File: config.mk
export PLATFORM = sky130hd
export DESIGN_NAME = ptw_ctrl
export DESIGN_NICKNAME = d
export VERILOG_FILES = /design/src/rtl/core/ptw_pkg.sv /design/src/rtl/core/ptw_ctrl.sv
export SDC_FILE = /design/constraint.sdc
export NUM_CORES = 1
export LEC_CHECK = 0
export BUFFER_PORTS_ARGS = -buffer_cell sky130_fd_sc_hd__buf_2
export CORE_AREA = 2 2 39 41
export DETAILED_ROUTE_END_ITERATION = 7
export DIE_AREA = 0 0 41 43
export SYNTH_ARGS = -nofsm -noshare
export SYNTH_HDL_FRONTEND = slang
export SYNTH_SLANG_ARGS = --single-unit
File: constraint.sdc
create_clock -name clk_i -period 1.8 [get_ports clk_i]
set_clock_uncertainty 0.15 [all_clocks]
set_input_delay 0.36 -clock clk_i [delete_from_list [all_inputs] [get_ports clk_i]]
set_output_delay 0.36 -clock clk_i [all_outputs]
set_load 0.01 [all_outputs]
File: src/rtl/core/ptw_pkg.sv
// Shared types, constants and control words for the four-level page-table walker.
package ptw_pkg;

  // Table memory geometry; the depth must be a power of two.
  localparam int unsigned TABLE_WORDS = 4096;
  localparam int unsigned WORD_AW     = $clog2(TABLE_WORDS);
  localparam int unsigned IDX_W       = 9;

  // Table entry fields
  localparam int unsigned BIT_PRESENT = 0;
  localparam int unsigned BIT_HUGE    = 7;
  localparam int unsigned ADDR_LO     = 12;
  localparam int unsigned ADDR_HI     = 51;
  localparam int unsigned PHYS_W      = 53;

  // Walk levels, numbered so that the index field starts at 12 + 9 * level
  localparam logic [1:0] LVL_L1 = 2'd0;
  localparam logic [1:0] LVL_L2 = 2'd1;
  localparam logic [1:0] LVL_L3 = 2'd2;
  localparam logic [1:0] LVL_L4 = 2'd3;

  // Page size codes
  localparam logic [1:0] PS_4K   = 2'd0;
  localparam logic [1:0] PS_2M   = 2'd1;
  localparam logic [1:0] PS_1G   = 2'd2;
  localparam logic [1:0] PS_NONE = 2'd3;

  localparam logic MODE_WRITE     = 1'b0;
  localparam logic MODE_TRANSLATE = 1'b1;

  typedef struct packed {
    logic        mode;
    logic [11:0] word_index;
    logic [63:0] word_value;
    logic [51:0] root_table;
    logic [47:0] lin_addr;
  } ptw_req_t;

  typedef struct packed {
    logic [52:0] xlat_addr;
    logic        mapped;
    logic [1:0]  pg_size;
  } ptw_res_t;

  typedef enum logic {
    ST_IDLE,
    ST_WALK
  } ptw_state_e;

  typedef enum logic [2:0] {
    FIN_NONE,
    FIN_FAULT,
    FIN_1G,
    FIN_2M,
    FIN_4K
  } ptw_fin_e;

  // Controller to datapath
  typedef struct packed {
    logic       wr;       // store the request word into table memory
    logic       capture;  // take the request: address from root, latch virtual address
    logic [1:0] idx_lvl;  // level whose index forms the next read address
    ptw_fin_e   fin;      // end the walk with this outcome
  } ptw_cmd_t;

  // Datapath to controller
  typedef struct packed {
    logic present;
    logic huge;
  } ptw_sts_t;

endpackage

File: src/rtl/core/ptw_ctrl.sv
// Walker controller: accepts requests and steps through the table levels.
module ptw_ctrl (
  input  logic              clk_i,
  input  logic              rst_ni,
  input  logic              start_i,
  input  logic              mode_i,
  input  ptw_pkg::ptw_sts_t sts_i,
  output logic              busy_o,
  output ptw_pkg::ptw_cmd_t cmd_o
);

  ptw_pkg::ptw_state_e state_d, state_q;
  logic [1:0]          level_d, level_q;

  always_ff @(posedge clk_i or negedge rst_ni) begin
    if (!rst_ni) begin
      state_q <= ptw_pkg::ST_IDLE;
      level_q <= ptw_pkg::LVL_L4;
    end else begin
      state_q <= state_d;
      level_q <= level_d;
    end
  end

  always_comb begin
    state_d       = state_q;
    level_d       = level_q;
    busy_o        = 1'b0;
    cmd_o.wr      = 1'b0;
    cmd_o.capture = 1'b0;
    cmd_o.idx_lvl = ptw_pkg::LVL_L4;
    cmd_o.fin     = ptw_pkg::FIN_NONE;
    unique case (state_q)
      ptw_pkg::ST_IDLE: begin
        if (start_i) begin
          if (mode_i == ptw_pkg::MODE_WRITE) begin
            cmd_o.wr = 1'b1;
          end else begin
            cmd_o.capture = 1'b1;
            level_d       = ptw_pkg::LVL_L4;
            state_d       = ptw_pkg::ST_WALK;
          end
        end
      end
      ptw_pkg::ST_WALK: begin
        busy_o        = 1'b1;
        cmd_o.idx_lvl = level_q - 2'd1;
        if (!sts_i.present) begin
          cmd_o.fin = ptw_pkg::FIN_FAULT;
        end else if (level_q == ptw_pkg::LVL_L3 && sts_i.huge) begin
          cmd_o.fin = ptw_pkg::FIN_1G;
        end else if (level_q == ptw_pkg::LVL_L2 && sts_i.huge) begin
          cmd_o.fin = ptw_pkg::FIN_2M;
        end else if (level_q == ptw_pkg::LVL_L1) begin
          cmd_o.fin = ptw_pkg::FIN_4K;
        end else begin
          level_d = level_q - 2'd1;
        end
        if (cmd_o.fin != ptw_pkg::FIN_NONE) begin
          state_d = ptw_pkg::ST_IDLE;
        end
      end
      default: begin
        state_d = ptw_pkg::ST_IDLE;
      end
    endcase
  end

endmodule

Word-level counts from Yosys, hierarchy flattened
Index checks and enable logic that the tools add are counted.
{"block": "totals", "register_bits": 3, "latchBits": 0, "ramBits": 0, "romBits": 0, "out_inout_bits": 8, "mem_count": 0}
{"block": "classes", "n_addsub": 1, "n_mul": 0, "div_mod_pow": 0, "order_cmp": 0, "eq_ne": 8, "shift": 0, "n_mux": 21, "bitwise_logic": 1, "n_reduce_logical": 5}
{"cell": "$mux W2", "n": 8}
{"cell": "$mux W3", "n": 5}
{"cell": "$ne A2 B2 Y1 const B", "n": 6}
{"cell": "$reduce_and A6 Y1", "n": 1}
{"cell": "$mux W1", "n": 5}
{"cell": "$mux W5", "n": 1}
{"cell": "$pmux W2 S2", "n": 1}
{"cell": "$reduce_bool A3 Y1", "n": 1}
{"cell": "$eq A2 B1 Y1 const B", "n": 1}
{"cell": "$eq A2 B2 Y1 const B", "n": 1}
{"cell": "$logic_and A1 B1 Y1", "n": 2}
{"cell": "$logic_not A2 Y1", "n": 1}
{"cell": "$pmux W1 S2", "n": 1}
{"cell": "$sub A2 B1 Y2 const B", "n": 1}
{"cell": "$not A1 Y1", "n": 1}

Depth between registers and ports, before layout
{"block": "depth", "ltp_word": 9, "depth_mapped": 5, "mapped_depth_nobuf": 5}

Worst setup path after synthesis
Ideal clock, no wire load.
{"block": "synth_timing", "path_kind": "register to register", "from": "reg level_q[0]", "to": "reg level_q[0]", "setup_time_ns": 0.082, "arrival_ns": 1.608, "required_ns": 1.568, "setup_slack_ns": -0.040, "path_stages_with_launch": 6, "path_buffers": 0, "synth_period_minus_slack_ns": 1.840, "path_cell_list": "dfstp_2 -> inv_1 -> ha_1 -> o21ai_1 -> or3b_4 -> mux2_4"}
{"block": "synth_between", "elab_chain_len": 6}
{"item": "from (decl)", "line": "ptw_ctrl.sv:13", "rtl": "logic [1:0] level_d, level_q;"}
{"item": "from (signal assigned)", "line": "ptw_ctrl.sv:18", "rtl": "level_q <= ptw_pkg::LVL_L4;"}
{"item": "from (signal assigned)", "line": "ptw_ctrl.sv:21", "rtl": "level_q <= level_d;"}
{"item": "$sub A2 B1 Y2", "line": "ptw_ctrl.sv:57", "rtl": "level_d = level_q - 2'd1;"}
{"item": "$mux W2", "line": "ptw_ctrl.sv:54", "rtl": "end else if (level_q == ptw_pkg::LVL_L1) begin"}
{"item": "$mux W2", "line": "ptw_ctrl.sv:52", "rtl": "end else if (level_q == ptw_pkg::LVL_L2 && sts_i.huge) begin"}
{"item": "$mux W2", "line": "ptw_ctrl.sv:50", "rtl": "end else if (level_q == ptw_pkg::LVL_L3 && sts_i.huge) begin"}
{"item": "$mux W2", "line": "ptw_ctrl.sv:48", "rtl": "if (!sts_i.present) begin"}
{"item": "$pmux W2 S2", "line": "ptw_ctrl.sv:33", "rtl": "unique case (state_q)"}
Several ways; a longest one is shown, not always the timed one. The select of a mux whose other input is x is not followed.
A chain may end at the register's enable or synchronous reset.

==> out/results.txt <==
Run status: complete, but fails checks
Violated checks: setup timing
Die area: 0.00176 mm²
First-pass GRT wire length: 945 µm
Drt wl/cell: 9.38 µm
Least-Margin Pin Slew: 0.227 ns
Stages on worst setup path: 6
DR pass1 iterations: 2
Initial Utilization: 17.5%
Final min period: 1.87 ns
Dpl cells: 56
Netlist Area Pre-Place: 241 µm²
Flops & latches, synth: 3
Finished Layout Cells: 63
Initial antenna violation count: 0
Net count after synthesis: 34
Yosys warns: 0
CTS tree: built
Pleak: 0.218 nW
Critical path buffer and inverter count: 2
Layout cells sized above 1: 70.2%
Tot Pwr: 0.351 mW
Area Overhead vs Synth: 82.4%
RSZ-0062 raised after global routing: true
Xor/xnor cell area share of the yosys netlist: 0%
Post-Place Setup Slack: -0.0131 ns
Final ANT Viol Nets: 0
Area share of fa/ha/maj cells after synthesis: 15.5%
Later-pin clock latency in the skew report: 0.23 ns
Slew margin rel.: 84.9%
Top delay family on crit path: flip-flops
Nature of the critical path endpoint: output pin
Vias in the first global route: 237
Number of max-cap violations: 0
Core footprint: 0.00138 mm²
Arrival time at the worst endpoint: 1.36 ns
H-tree depth: 1
Clock slew at reported path FFs: 0.03 ns
Die H: 43 µm
Peak VDD IR: 0.000232 V
Crit-path slowest cell: dfstp_2
Final period utilization: 104%
Fmax: 535 MHz
Synth Instances: 25
Post-synthesis mux area share: 12.4%
Crit Path Class: flip-flop to output pin
Final setup viols: 4
Grt ovf: 0
FF-to-FF setup slack: -0.05 ns
Cts bufs inserted: 3
Largest net degree at the start of global routing: 9
Drt drc: 0
Clk sinks: 3
Sequential fraction of the synthesis area: 32.1%
Final #Nets: 57
CP required: 1.29 ns
DR vias: 253
Final Wtd Congestion: 0.772
Post-synthesis simple-gate area fraction: 32.6%
Port Buffers: 13
Worst setup path endpoint: cmd_o[0]
Die Width: 41 µm
Routed vias/inst: 4.02
Hold Path Class: input port to asynchronous set/reset pin
# diodes: 0
Critical Path Source Type: flip-flop
Max Fanout on Critical Path: 2
Cell depth of the worst flop-to-flop path: 5
Final hold vios: 0
1st-iter DRT viols: 2
I/O pin count: 14
HPWL after DPL: 447 µm
Root cell of the clock tree: clkbuf_4
Critical R2R Capture: level_q[0]
Row count: 14
Post-synth cell types: 15
Setup WS post-layout: -0.0686 ns
Final Max Slew Viols: 0
Largest buffer count on any clock path: 2
Avg Inst Size Synth: 9.66 µm²
Largest family of logic cells by synthesized area: simple AND/OR/NAND/NOR gates
Worst path max stage delay: 0.53 ns
Setup crit start: level_q[0]
CP Cell Sequence: buf_6 > ha_4 > nand2_2 > o21ai_1 > and2_1 > buf_2
Tot GR Track Use: 8.84%
Compound-cell area share of the yosys netlist: 4.15%
Hold slack: 0.310 ns
Reg2reg start: level_q[0]
PD cells: 798 mW/mm²
Routed WL: 591 µm
-- per-stage QoR --
stage	setup TNS (ns)	utilization (%)	instance area, µm²
CTS	-0.190	31.6	438
global placement	-0.0435	26.0	360
finish	-0.181	31.8	440
floorplan	0	-	260
global route	-0.506	31.8	440
detailed placement	-0.0244	26.0	360
-- how the worst min path moves through the flow --
stage	from	endpoint	slack [ns]	depth (start not counted)
floorplan	rst_ni	state_q	-0.09	0
global placement	rst_ni	state_q	0.006	1
detailed placement	rst_ni	state_q	0.009	1
CTS	rst_ni	state_q	0.31	2
global route	rst_ni	state_q	0.31	2
finish	rst_ni	state_q	0.31	2
-- cell usage after synthesis, drive strengths merged --
| master | n | area [µm²] |
|---|---|---|
| and2 | 1 | 6.26 |
| or2 | 2 | 12.5 |
| o21ai | 2 | 10.0 |
| nor3b | 1 | 7.51 |
| mux2 | 2 | 30.0 |
| and3 | 1 | 6.26 |
| ha | 3 | 37.5 |
| or3b | 1 | 11.3 |
| nand2b | 1 | 6.26 |
| and3b | 1 | 10.0 |
| inv | 2 | 7.51 |
| nand2 | 4 | 15.0 |
| nor2 | 1 | 3.75 |
| dfrtp | 1 | 25.0 |
| dfstp | 2 | 52.6 |
-- power by group --
part	internal [mW]	leakage (nW)	switching, mW
clock network	0.0829	0.0150	0.0322
registers	0.0834	0.0338	0.0122
logic	0.0778	0.170	0.0629
total	0.244	0.218	0.107
-- flip-flops by register name (all words and copies together) (netlist names) --
register	count
level_q	2
state_q	1
-- metal layers --
metal	share of wire, %	vias to the layer above	global-route usage, %	wire [µm]
li1	-	127	-	-
met1	37	112	7.72	218
met2	52	12	13.4	306
met3	9.6	2	4.71	57
met4	1.4	0	8.00	8
met5	0	-	0	0
-- area by class of cell --
| class | count | area (µm²) |
|---|---|---|
| fillers | 153 | 943 |
| clock buffers | 4 | 26.3 |
| repair buffers | 18 | 109 |
| multi-input cells | 20 | 200 |
| flip-flops and latches | 3 | 77.6 |
| well taps | 16 | 20.0 |
| inverters | 2 | 7.51 |
-- cell usage in the layout (no fill, tap or decap) --
| master | count |
|---|---|
| inv_2 | 2 |
| and2_1 | 1 |
| dfstp_2 | 2 |
| clkbuf_1 | 1 |
| and3_1 | 1 |
| o21ai_1 | 1 |
| nor2_1 | 1 |
| nor3b_1 | 1 |
| or2_1 | 2 |
| ha_4 | 3 |
| buf_6 | 1 |
| dfrtp_1 | 1 |
| buf_4 | 3 |
| nand2_1 | 3 |
| and3b_2 | 1 |
| mux2_4 | 2 |
| dlygate4sd3_1 | 1 |
| nand2b_1 | 1 |
| buf_2 | 13 |
| or3b_4 | 1 |
| nand2_2 | 1 |
| o21ai_2 | 1 |
| clkbuf_4 | 3 |
-- cell families after synthesis --
logic type	after synthesis
buffers and inverters	2
and+or+nand+nor	13
muxes	2
adders and majority gates	3
DFF	3
AOI/OAI and AO/OA	2
-- worst register-to-register path: stages, from the launching register on --
cell and delay [ns]:
dfstp_2 0.53, inv_2 0.06, ha_4 0.16, o21ai_2 0.14, or3b_4 0.42, mux2_4 0.31
-- what timing repair did --
| action | 4_1_cts | 5_1_grt |
|---|---|---|
| endpoints found under the setup margin | 5 | 6 |
| pin swaps | 1 | 0 |
| hold endpoints to repair | 3 | 0 |
| resized for setup | 4 | 1 |
| setup buffers | 2 | 0 |
| hold buffers | 1 | 0 |
(Power assumes the default switching activity.)
